<file path="src/design/dvtu_pkg.sv">
// Shared types and constants for the distance-vector table update block.
package dvtu_pkg;

	// Default number of table slots, one cell per slot.
	localparam int TABLE_DEPTH_DEF = 64;

	// Width of the configuration write data and index.
	localparam int CFG_DATA_W = 32;
	localparam int CFG_IDX_W  = 3;

	// Result status codes.
	typedef enum logic [2:0] {
		ST_LOCAL      = 3'd0,
		ST_IMPROVED   = 3'd1,
		ST_KEPT       = 3'd2,
		ST_INSERTED   = 3'd3,
		ST_FULL       = 3'd4,
		ST_READ_OK    = 3'd5,
		ST_READ_EMPTY = 3'd6
	} status_t;

	// Configuration register indexes.
	typedef enum logic [CFG_IDX_W-1:0] {
		CFG_IFACE_ADDR_0 = 3'd0,
		CFG_IFACE_ADDR_1 = 3'd1,
		CFG_IFACE_ADDR_2 = 3'd2,
		CFG_IFACE_ADDR_3 = 3'd3,
		CFG_IFACE_ENABLE = 3'd4
	} cfg_idx_t;

	// Item kinds.
	localparam logic KIND_ADV  = 1'b0;
	localparam logic KIND_READ = 1'b1;

	// One input word.
	typedef struct packed {
		logic        kind;
		logic [31:0] dest_addr;
		logic [7:0]  adv_cost;
		logic [31:0] from_addr;
		logic [31:0] recv_iface_addr;
		logic [5:0]  read_index;
	} cmd_t;

	// One result word.
	typedef struct packed {
		status_t     status;
		logic [5:0]  entry_index;
		logic [31:0] entry_dest;
		logic [31:0] entry_next_hop;
		logic [31:0] entry_iface;
		logic [7:0]  entry_cost;
		logic [6:0]  entry_count;
	} result_t;

	// Token that walks down the chain of cells.
	typedef struct packed {
		logic       active;
		logic       done;
		cmd_t       cmd;
		logic [7:0] hop_cost;
		result_t    res;
	} tok_t;

endpackage

</file>
<file path="src/design/dvtu_cell.sv">
// One table slot: holds a route entry and processes the passing token.
module dvtu_cell import dvtu_pkg::*; #(
	parameter int TABLE_DEPTH = TABLE_DEPTH_DEF,
	parameter int IDX         = 0,
	localparam int CNT_W      = $clog2(TABLE_DEPTH + 1)
) (
	input  logic             clk,
	input  logic             arst_n,
	input  logic [CNT_W-1:0] count,
	input  tok_t             tok_in,
	output tok_t             tok_out
);

	localparam logic [CNT_W-1:0] IDX_C = CNT_W'(IDX);

	logic [31:0] dest_q;
	logic [31:0] next_hop_q;
	logic [31:0] iface_q;
	logic [7:0]  cost_q;
	tok_t        tok_q;
	tok_t        tok_d;

	logic slot_valid;
	logic slot_next;
	logic read_hit;
	logic dest_hit;
	logic live;

	assign slot_valid = IDX_C < count;
	assign slot_next  = IDX_C == count;
	assign read_hit   = {26'd0, tok_in.cmd.read_index} == 32'(IDX);
	assign dest_hit   = slot_valid && (dest_q == tok_in.cmd.dest_addr);
	assign live       = tok_in.active && !tok_in.done;

	// Entry storage: updated on an improvement, loaded on an insertion.
	always_ff @(posedge clk) begin
		if (live && tok_in.cmd.kind == KIND_ADV) begin
			if (dest_hit) begin
				if (tok_in.hop_cost < cost_q) begin
					cost_q     <= tok_in.hop_cost;
					next_hop_q <= tok_in.cmd.from_addr;
				end
			end else if (slot_next) begin
				dest_q     <= tok_in.cmd.dest_addr;
				next_hop_q <= tok_in.cmd.from_addr;
				iface_q    <= tok_in.cmd.recv_iface_addr;
				cost_q     <= tok_in.hop_cost;
			end
		end
	end

	// Next token: a slot that claims the token writes its result into it.
	always_comb begin
		tok_d = tok_in;
		if (live) begin
			if (tok_in.cmd.kind == KIND_READ) begin
				if (read_hit) begin
					tok_d.done            = 1'b1;
					tok_d.res.entry_index = tok_in.cmd.read_index;
					if (slot_valid) begin
						tok_d.res.status         = ST_READ_OK;
						tok_d.res.entry_dest     = dest_q;
						tok_d.res.entry_next_hop = next_hop_q;
						tok_d.res.entry_iface    = iface_q;
						tok_d.res.entry_cost     = cost_q;
					end else begin
						tok_d.res.status = ST_READ_EMPTY;
					end
				end
			end else if (dest_hit) begin
				tok_d.done               = 1'b1;
				tok_d.res.entry_index    = 6'(IDX);
				tok_d.res.entry_dest     = dest_q;
				tok_d.res.entry_iface    = iface_q;
				if (tok_in.hop_cost < cost_q) begin
					tok_d.res.status         = ST_IMPROVED;
					tok_d.res.entry_next_hop = tok_in.cmd.from_addr;
					tok_d.res.entry_cost     = tok_in.hop_cost;
				end else begin
					tok_d.res.status         = ST_KEPT;
					tok_d.res.entry_next_hop = next_hop_q;
					tok_d.res.entry_cost     = cost_q;
				end
			end else if (slot_next) begin
				tok_d.done               = 1'b1;
				tok_d.res.status         = ST_INSERTED;
				tok_d.res.entry_index    = 6'(IDX);
				tok_d.res.entry_dest     = tok_in.cmd.dest_addr;
				tok_d.res.entry_next_hop = tok_in.cmd.from_addr;
				tok_d.res.entry_iface    = tok_in.cmd.recv_iface_addr;
				tok_d.res.entry_cost     = tok_in.hop_cost;
			end
		end
	end

	// Token stage register.
	always_ff @(posedge clk or negedge arst_n) begin
		if (!arst_n) begin
			tok_q <= '0;
		end else begin
			tok_q <= tok_d;
		end
	end

	assign tok_out = tok_q;

endmodule

</file>
<file path="config.mk">
export PLATFORM = sky130hd
export DESIGN_NAME = dvtu_cell
export DESIGN_NICKNAME = d
export VERILOG_FILES = /design/src/design/dvtu_pkg.sv /design/src/design/dvtu_cell.sv
export SDC_FILE = /design/constraint.sdc
export NUM_CORES = 1
export LEC_CHECK = 0
export BUFFER_PORTS_ARGS = -buffer_cell sky130_fd_sc_hd__buf_4
export CORE_AREA = 5 5 187 189
export CTS_BUF_LIST = sky130_fd_sc_hd__clkbuf_4 sky130_fd_sc_hd__clkbuf_8
export DETAILED_ROUTE_END_ITERATION = 12
export DIE_AREA = 0 0 192 194
export GPL_TIMING_DRIVEN = 0
export PLACE_DENSITY = 0.71
export SLEW_MARGIN = 20
export SYNTH_ARGS = -nofsm -noshare
export SYNTH_HDL_FRONTEND = slang
export SYNTH_SLANG_ARGS = --single-unit
</file>
<file path="constraint.sdc">
create_clock -name clk -period 4.7 [get_ports clk]
set_clock_uncertainty 0.1 [all_clocks]
set_input_delay 0.94 -clock clk [delete_from_list [all_inputs] [get_ports clk]]
set_output_delay 0.94 -clock clk [all_outputs]
set_load 0.05 [all_outputs]
</file>
==> flow_summary_export.csv, run 1 <==
group,metric,value,unit
run_status,status,"finished clean",
timing,drv_slew,0,
placement,port_buffers,490,
floorplan,core,33100,um^2
floorplan,io-pin-count,491,
clocking,worstSkewPairLatency,650,ps
pwr,power_density,374,nW/um^2
pwr,seqPwrFrac,44.0,%
setup_path,cp_slowest_cell,"nand4_2",
cells_and_area,area_growth,39.5,%
grt,grt_pass1_wl,79700,um
timing,min_period,4390,ps
routing,ant_nets,0,
grt,antenna_found_initial,1,
grt,use_met1,33.5,%
setup_path,rr_endpoint,"cost_q[6]$_DFFE_PP_",
cells_and_area,drive_gt1_share,36.8,%
cells_and_area,final_common_cell,"buf_4",
synth,avgSynthCellArea,12.9,um^2
floorplan,initial_utilization,43.1,%
clocking,htreeDepth,2,
floorplan,die_h,194,um
timing,fmax,228,MHz
timing,worst_slack,310,ps
floorplan,placementRows,67,
setup_path,rrSetupSlack,310,ps
pwr,clock_power_share,38.3,%
routing,num_vias,12454,
setup_path,cpMostUsedCell,"nor2_4",
timing,tightest_slew,897,ps
synth,postSynthCellCount,1108,
routing,drt-vias-per-instance,5.76,
pwr,leakage,8.71,nW
timing,whs,168,ps
pwr,swShare,28.9,%
grt,met3_usage,9.07,%
placement,gp_congestion,0.847,
synth,synthTopCellsByArea,"dfrtp_1, edfxtp_1, nand2_1, mux2_1, a222oi_1",
cells_and_area,fin_util,60.1,%
synth,yosysTopAreaCellShare,42.3,%
clocking,cts_buffer_depth,3,
clocking,cts_buffers,58,
grt,overflow,0,
setup_path,setup.worst_path.start,"dest_q[9]$_DFFE_PP_",
job,cap_violations,0,
pwr,power_frac_comb,17.7,%
timing,finalSetupViolCount,0,
timing,hold_viol_final,0,
clocking,ctsResizeCount,0,
clocking,numClockSinks,345,
cells_and_area,final_nets,1920,
clocking,clkTransAtPathRegs,60,ps
synth,syn-num-nets,1365,
synth,synthDistinctLibCells,50,
timing,rsz0062_at_grt,"false",
clocking,cts-root-buf,"clkbuf_8",
clocking,hold_buffers,0,
pwr,cellInternalPower,0.00529,W
grt,grt-busiest-layer,"met2",
setup_path,endpoint_kind,"flop",
placement,dp_hpwl,39500,um
grt,grt_util_all_layers,27.8,%
synth,yosysWarnings,0,
routing,wire_per_inst,24.7,um
setup_path,cp_max_fo,21,
grt,grt_pass1_vias,13041,
setup_path,critPathMaxStageDelay,640,ps
min_path,hp-class,"input pin to asynchronous set/reset pin",
timing,finalCritPeriodShare,93.4,%
routing,routed_wl,53400,um
setup_path,crit_arrival,4620,ps
synth,synth-edff-count,104,
cells_and_area,mostFrequentLayoutCells,"buf_4, dfrtp_1, nand2_1, edfxtp_1, clkbuf_8",
timing,slew_headroom,40.0,%
setup_path,path_cells,"xor2_1, nor4_1, nand4_2, nor2_4, clkbuf_1, nor2_1, nor2_4, buf_16",
synth,synth_top_cell_by_area,"dfrtp_1",
clocking,cts_setup_buffers,0,
setup_path,r2r-start,"dest_q[9]$_DFFE_PP_",
synth,synth-async-reset-ratio,69.9,%
floorplan,die_w,192,um
setup_path,crit_required,4930,ps
setup_path,worst_setup_path_start_kind,"flop",
clocking,cts_tree,"yes",
synth,ys_ff_latch,345,
setup_path,critPathKind,"flop to flop",
grt,use_met2,47.1,%
synth,syn-cell-area,14300,um^2
setup_path,rr_worst_depth,8,
routing,drtIter0Drc,926,
pwr,vdd_ir_drop_max,307,uV
placement,pre_cts_ws,-276,ps
floorplan,die_area,37200,um^2
routing,drtPass1Iterations,6,
pwr,p_switching,0.00215,W
grt,grt_max_degree,102,
synth,ys.flop_type,"dfrtp_1",
synth,ys_seq_area_share,64.2,%
routing,drc,0,
[how the worst max path moves through the flow]
stage,to,slack [ps],depth (start not counted)
finish,cost_q[6]$_DFFE_PP_,310,8
global route,cost_q[6]$_DFFE_PP_,230,8
CTS,cost_q[6]$_DFFE_PP_,360,8
floorplan,cost_q[0]$_DFFE_PP_,140,7
global placement,next_hop_q[23]$_DFFE_PP_,-2250,8
detailed placement,next_hop_q[27]$_DFFE_PP_,-280,9
[power by group through the flow]
| stage | Combinational [W] | Clock (W) | Sequential [W] |
|---|---|---|---|
| 4_1_cts | 0.00132 | 0.00289 | 0.00327 |
| 5_1_grt | 0.00138 | 0.00305 | 0.00328 |
| 2_1_floorplan | 0.000223 | 0 | 0.00381 |
| 3_3_place_gp | 0.00129 | 0 | 0.00332 |
| 6_report | 0.00132 | 0.00285 | 0.00327 |
| 3_5_place_dp | 0.00132 | 0 | 0.00332 |
[cells by family (layout without fill, tap and decap cells)]
kind of cell             count (synthesis)  in the layout  synth area share, %
flip-flops                             345            345                 64.2
AO/OA/AOI/OAI                          339            339                 18.2
AND/OR/NAND/NOR                        202            202                 6.60
buffers and inverters                  113            716                 3.14
multiplexers                            70             70                 5.30
XOR/XNOR                                32             32                 1.97
adder cells (fa/ha/maj)                  7              7                0.614
other                                    0              2                    0
[synthesized netlist by cell type (2+ instances only)]
master       n
nor2_1      10
a221oi_1    11
mux2_2       5
buf_1        4
nor3_1       2
nand2b_1     3
xor2_1      32
o21ai_0     41
nand3_1      4
dfrtp_1    241
a222oi_1    40
clkbuf_1    71
buf_4        2
and2_1       7
buf_2       13
mux2_1      39
a32oi_1     41
a32o_1       3
inv_1       22
o211ai_1    10
a21oi_1     43
o41ai_1      6
nand2_1    130
a211oi_1     2
a2bb2oi_1   10
nand4_1     23
edfxtp_1   104
a21o_1      13
nand4_2      2
o22ai_1     45
mux2i_1     26
and4_1       2
ha_1         7
a22o_1      40
nor4_1       9
and3_1       4
a221o_1     28
[through the flow]
step | total power, W | cells | TNS (ps) | instance area [um^2]
2_1_floorplan | 0.00404 | 1108 | 0 | 14300
3_3_place_gp | 0.00462 | 2046 | -217480 | 18500
3_5_place_dp | 0.00464 | 2050 | -7420 | 18600
4_1_cts | 0.00748 | 2158 | 0 | 19900
5_1_grt | 0.00772 | 2160 | 0 | 19900
6_report | 0.00743 | 2161 | 0 | 19900
[state kept, by name, summed over array words and instances, names as in the netlist]
register,flops
cost_q,8
dest_q,32
iface_q,32
next_hop_q,32
tok_out,241
[final cells by class]
| class | instances | area (um^2) |
|---|---|---|
| Antenna cell | 2 | 5.00 |
| Buffer | 90 | 365 |
| Clock buffer | 96 | 1160 |
| Clock inverter | 12 | 83.8 |
| Fill cell | 2760 | 13200 |
| Inverter | 23 | 86.3 |
| Multi-Input combinational cell | 650 | 4670 |
| Sequential cell | 345 | 9150 |
| Tap cell | 448 | 561 |
| Timing Repair Buffer | 495 | 3800 |
[layer usage]
layer / wire, um / part of all wire, %
met1: 19600 / 37
met2: 26500 / 50
met3: 5670 / 11
met4: 1640 / 3.1
met5: 0 / 0
[critical path, delay by kind of cell (launching register included)]
kind / cells / cell delay (ps)
xor+xnor: 1 / 190
flops: 1 / 430
simple gates: 5 / 2580
buf+inv: 2 / 760
Power figures use the tool's default switching activity.
==> inputs of run 2 (changes only) <==
CELL_PAD_IN_SITES_DETAIL_PLACEMENT = 0   (was not set)
CELL_PAD_IN_SITES_GLOBAL_PLACEMENT = 1   (was not set)
CORE_AREA = not set   (was 5 5 187 189)
CORE_MARGIN = 2   (was not set)
CORE_UTILIZATION = 41   (was not set)
DIE_AREA = not set   (was 0 0 192 194)
PLACE_DENSITY = not set   (was 0.71)
PLACE_DENSITY_LB_ADDON = 0.1   (was not set)
==> run 2 against run 1 <==
Net effect:
- first-iteration DRC count grew 11%
- maximum frequency rose by 5.7%
- clock-buffer cell count rose by 8
- critical endpoint is now next_hop_q[14]$_DFFE_PP_
- largest cell class unchanged
- largest power group unchanged
==> flow_summary_export.csv, run 2 (same netlist as run 1, synthesis figures left out) <==
group,metric,value,unit
routing,routed_wl,50800,um
clocking,htreeDepth,2,
pwr,vdd_ir_drop_max,236,uV
placement,pre_cts_ws,-166,ps
floorplan,die_w,191,um
placement,dp_hpwl,36500,um
grt,overflow,0,
floorplan,die_area,36300,um^2
timing,worst_slack,546,ps
timing,min_period,4150,ps
routing,num_vias,12248,
clocking,cts_setup_buffers,0,
floorplan,core,34400,um^2
cells_and_area,final_common_cell,"buf_4",
placement,gp_congestion,0.836,
grt,antenna_found_initial,3,
timing,hold_viol_final,0,
clocking,worstSkewPairLatency,650,ps
clocking,hold_buffers,0,
grt,grt_pass1_wl,75000,um
grt,grt_pass1_vias,12437,
floorplan,io-pin-count,491,
setup_path,critPathMaxStageDelay,630,ps
setup_path,critPathKind,"flop to flop",
timing,drv_slew,0,
routing,drc,0,
routing,ant_nets,0,
job,cap_violations,0,
timing,finalSetupViolCount,0,
timing,tightest_slew,1060,ps
setup_path,cp_max_fo,22,
cells_and_area,mostFrequentLayoutCells,"buf_4, dfrtp_1, nand2_1, edfxtp_1, clkbuf_8",
cells_and_area,final_nets,1919,
clocking,cts_tree,"yes",
clocking,numClockSinks,345,
clocking,cts_buffer_depth,3,
cells_and_area,area_growth,40.0,%
min_path,hp-class,"input pin to asynchronous set/reset pin",
clocking,ctsResizeCount,0,
setup_path,endpoint_kind,"flop",
setup_path,cpMostUsedCell,"nor2_4",
placement,dpl.cell_count,2058,
grt,grt_max_degree,95,
placement,port_buffers,490,
cells_and_area,final_cells,2168,
setup_path,worst_setup_path_start_kind,"flop",
floorplan,placementRows,68,
routing,wire_per_inst,23.4,um
routing,drtIter0Drc,1025,
setup_path,crit_required,4940,ps
run_status,status,"finished clean",
cells_and_area,drive_gt1_share,36.9,%
floorplan,die_h,191,um
setup_path,cp_slowest_cell,"nor2_4",
timing,setup-tns-final,0,ps
clocking,clkTransAtPathRegs,60,ps
pwr,power_density,379,nW/um^2
routing,drtPass1Iterations,7,
timing,fmax,241,MHz
routing,drt-vias-per-instance,5.65,
grt,grt_util_all_layers,27.5,%
pwr,leakage,8.75,nW
timing,finalCritPeriodShare,88.4,%
floorplan,initial_utilization,41.5,%
pwr,p_total,0.00756,W
timing,slew_headroom,29.2,%
clocking,cts_buffers,57,
cells_and_area,largest_reg_flops,241,
setup_path,crit_arrival,4390,ps
timing,rsz0062_at_grt,"false",
setup_path,path_cells,"xor2_1, nor4_1, nand4_2, nor2_4, clkbuf_1, nor2_1, nor2_4, buf_16",
clocking,cts-root-buf,"clkbuf_8",
-- run 2: cell count changes in the layout (fill, tap and decap cells not counted), sizes merged --
cell / delta
clkinv: -9
clkbuf: +7
buf: +1
bufinv: +1
-- run 2: path summary, 6_finish.rpt --
| check | startpoint | end | slack (ps) | cells past startpoint |
|---|---|---|---|---|
| setup / recovery | dest_q[9]$_DFFE_PP_ | next_hop_q[14]$_DFFE_PP_ | 550 | 8 |
| hold / removal | arst_n | tok_out[179]$_DFF_PN0_ | 170 | 1 |
| setup reg to reg | dest_q[9]$_DFFE_PP_ | next_hop_q[14]$_DFFE_PP_ | 550 | 8 |
| hold reg to reg | iface_q[25]$_DFFE_PP_ | tok_out[40]$_DFF_PN0_ | 420 | 2 |
| max in group asynchronous | arst_n | tok_out[32]$_DFF_PN0_ | 3440 | 2 |
| min in group clk | tok_in[199] | tok_out[199]$_DFF_PN0_ | 300 | 1 |
-- run 2: critical path: cells and delay by family, from the launching register on --
family                    cells  cell delay, ps
and+or+nand+nor               5            2390
buffers and inverters         2             720
DFF                           1             420
xor gates and xnor gates      1             200
-- run 2: final cells by class --
class | instances | area, um^2
Multi-Input combinational cell | 650 | 4670
Tap cell | 455 | 569
Timing Repair Buffer | 495 | 3790
Clock buffer | 104 | 1260
Clock inverter | 4 | 72.6
Fill cell | 2973 | 14400
Inverter | 23 | 86.3
Sequential cell | 345 | 9150
Antenna cell | 2 | 5.00
Buffer | 90 | 365
-- run 2: report_power, final --
part           internal [W]  switching, W
clock               0.00177       0.00123
combinational      0.000444      0.000858
sequential          0.00323     0.0000383
total               0.00544       0.00212
-- run 2: through the flow --
stage | utilization (%) | hold WS (ps) | cell area [um^2]
final | 58.1 | 166 | 20000
after global routing | 58.1 | 199 | 20000
after CTS | 58.1 | 158 | 20000
after detailed placement | 54.2 | 408 | 18600
after global placement | 53.9 | 395 | 18500
after floorplan | - | 385 | 14300
-- run 2: routing by layer --
metal	GRT usage [%]	vias to the layer above	routed length (um)	share of wire, %
li1	-	5423	-	-
met1	33.8	6103	19600	39
met2	46.9	642	25300	50
met3	6.59	78	4380	8.6
met4	10.6	2	1420	2.8
met5	0	-	14	0.028
==> inputs of run 3 (changes only) <==
CORE_AREA = 2 2 190 192   (was not set)
CORE_MARGIN = not set   (was 2)
CORE_UTILIZATION = not set   (was 41)
DIE_AREA = 0 0 192 194   (was not set)
REMOVE_ABC_BUFFERS = 1   (was not set)
==> run 3 against run 2 <==
Net effect:
- sequential share of layout area fell by 0.36 points
- clock-buffer cell count fell by 4
- total power fell by 1.6%
- routed wire length fell by 3.6%
- via count fell by 3.0%
- utilization fell by 0.96 points
- critical endpoint is now tok_out[47]$_DFF_PN0_
==> flow_summary_export.csv, run 3 (same netlist as run 1, synthesis figures left out) <==
group,metric,value,unit
clocking,cts_setup_buffers,0,
pwr,swShare,28.4,%
floorplan,core,35200,um^2
run_status,status,"finished clean",
pwr,power_density,370,nW/um^2
grt,overflow,0,
job,cap_violations,0,
clocking,worstSkewPairLatency,640,ps
setup_path,critPathMaxStageDelay,700,ps
routing,drtPass1Iterations,7,
routing,drt-vias-per-instance,5.63,
routing,drc,0,
clocking,cts_tree,"yes",
cells_and_area,final_cells,2112,
setup_path,cp_max_fo,82,
setup_path,rr_endpoint,"cost_q[6]$_DFFE_PP_",
grt,grt_max_degree,95,
routing,num_vias,11883,
timing,hold_viol_final,0,
pwr,power_frac_comb,17.6,%
setup_path,critPathBufInv,4,
timing,tightest_slew,955,ps
timing,min_period,4320,ps
cells_and_area,largest_reg_flops,241,
placement,dpl.cell_count,1999,
pwr,leakage,8.81,nW
floorplan,initial_utilization,40.5,%
setup_path,crit_family,"buffers and inverters",
placement,dp_hpwl,32900,um
floorplan,io-pin-count,491,
clocking,cts-root-buf,"clkbuf_8",
floorplan,placementRows,69,
cells_and_area,mostFrequentLayoutCells,"buf_4, dfrtp_1, nand2_1, edfxtp_1, clkbuf_8",
floorplan,die_w,192,um
cells_and_area,drive_gt1_share,39.9,%
grt,grt_pass1_vias,11882,
min_path,hp-class,"input pin to asynchronous set/reset pin",
grt,antenna_found_initial,5,
setup_path,worst_setup_path_start_kind,"input pin",
routing,drtIter0Drc,802,
placement,gp_congestion,0.794,
clocking,cts_buffer_depth,3,
grt,grt_util_all_layers,25.8,%
grt,grt_pass1_wl,72900,um
setup_path,critPathKind,"input pin to flop",
setup_path,crit_arrival,4730,ps
clocking,cts_buffers,58,
clocking,clkTransAtPathRegs,60,ps
clocking,htreeDepth,2,
setup_path,rr_worst_depth,6,
clocking,hold_buffers,0,
pwr,clock_power_share,38.4,%
floorplan,die_area,37200,um^2
timing,drv_slew,0,
routing,ant_nets,0,
pwr,p_switching,0.00211,W
timing,rsz0062_at_grt,"false",
pwr,cellInternalPower,0.00533,W
pwr,seqPwrFrac,43.9,%
clocking,ctsResizeCount,0,
cells_and_area,area_growth,41.1,%
setup_path,cp_slowest_cell,"buf_4",
cells_and_area,final_common_cell,"buf_4",
placement,port_buffers,490,
timing,finalCritPeriodShare,91.8,%
pwr,vdd_ir_drop_max,246,uV
routing,routed_wl,48900,um
setup_path,rrSetupSlack,420,ps
routing,wire_per_inst,23.2,um
setup_path,r2r-start,"dest_q[19]$_DFFE_PP_",
timing,finalSetupViolCount,0,
placement,pre_cts_ws,-621,ps
timing,fmax,232,MHz
setup_path,endpoint_kind,"flop",
clocking,numClockSinks,345,
floorplan,die_h,194,um
setup_path,path_cells,"buf_4, nor2_4, buf_12, nand2_2, clkinv_4, buf_16, or2_2, a221o_1",
timing,worst_slack,384,ps
setup_path,crit_required,5110,ps
timing,slew_headroom,36.1,%
cells_and_area,final_nets,1856,
[run 3: how the worst max path moves through the flow]
stage	end	slack [ps]	startpoint	depth (start not counted)
after floorplan	tok_out[59]$_DFF_PN0_	-2920	tok_in[239]	5
after global placement	tok_out[59]$_DFF_PN0_	-10610	tok_in[239]	6
after detailed placement	cost_q[6]$_DFFE_PP_	-620	tok_in[226]	7
after CTS	next_hop_q[16]$_DFFE_PP_	2	dest_q[19]$_DFFE_PP_	6
after global routing	tok_out[14]$_DFF_PN0_	140	dest_q[19]$_DFFE_PP_	7
final	tok_out[47]$_DFF_PN0_	380	tok_in[238]	8
[run 3: power groups by stage]
stage,logic [W],registers (W),clock network (W)
final,0.00131,0.00327,0.00286
after detailed placement,0.00132,0.00332,0
after floorplan,0.000211,0.00381,0
after global placement,0.00128,0.00332,0
after global routing,0.00138,0.00328,0.00306
after CTS,0.00132,0.00327,0.00294
[run 3: metal layers]
layer | track usage (%) | part of all wire, % | vias to the layer above
met2 | 42.1 | 49 | 503
met5 | 0 | 0.051 | -
met3 | 7.93 | 8.8 | 79
met1 | 32.8 | 39 | 5998
met4 | 7.97 | 2.6 | 4
li1 | - | - | 5299
[run 3: area by class of cell]
type,count,area (um^2)
Fill cell,2975,15100
Sequential cell,345,9150
Inverter,23,91.3
Clock buffer,100,1190
Timing Repair Buffer,521,4260
Multi-Input combinational cell,650,4770
Tap cell,461,577
Antenna cell,3,7.51
Clock inverter,9,72.6
[run 3: through the flow]
step	setup TNS (ps)	cell area, um^2	util [%]	hold WS [ps]	total power (W)
global placement	-1539600	18200	51.5	391	0.00460
detailed placement	-57200	18800	53.4	408	0.00464
finish	0	20100	57.1	135	0.00744
CTS	0	20100	57.0	119	0.00753
floorplan	-341570	13900	-	385	0.00402
global route	0	20100	57.1	142	0.00773
[run 3: worst reg2reg max path, delay by kind of cell (launching register included)]
kind	cells	cell delay, ps
flops	1	430
simple gates	4	2690
mux	1	620
xor+xnor	1	180
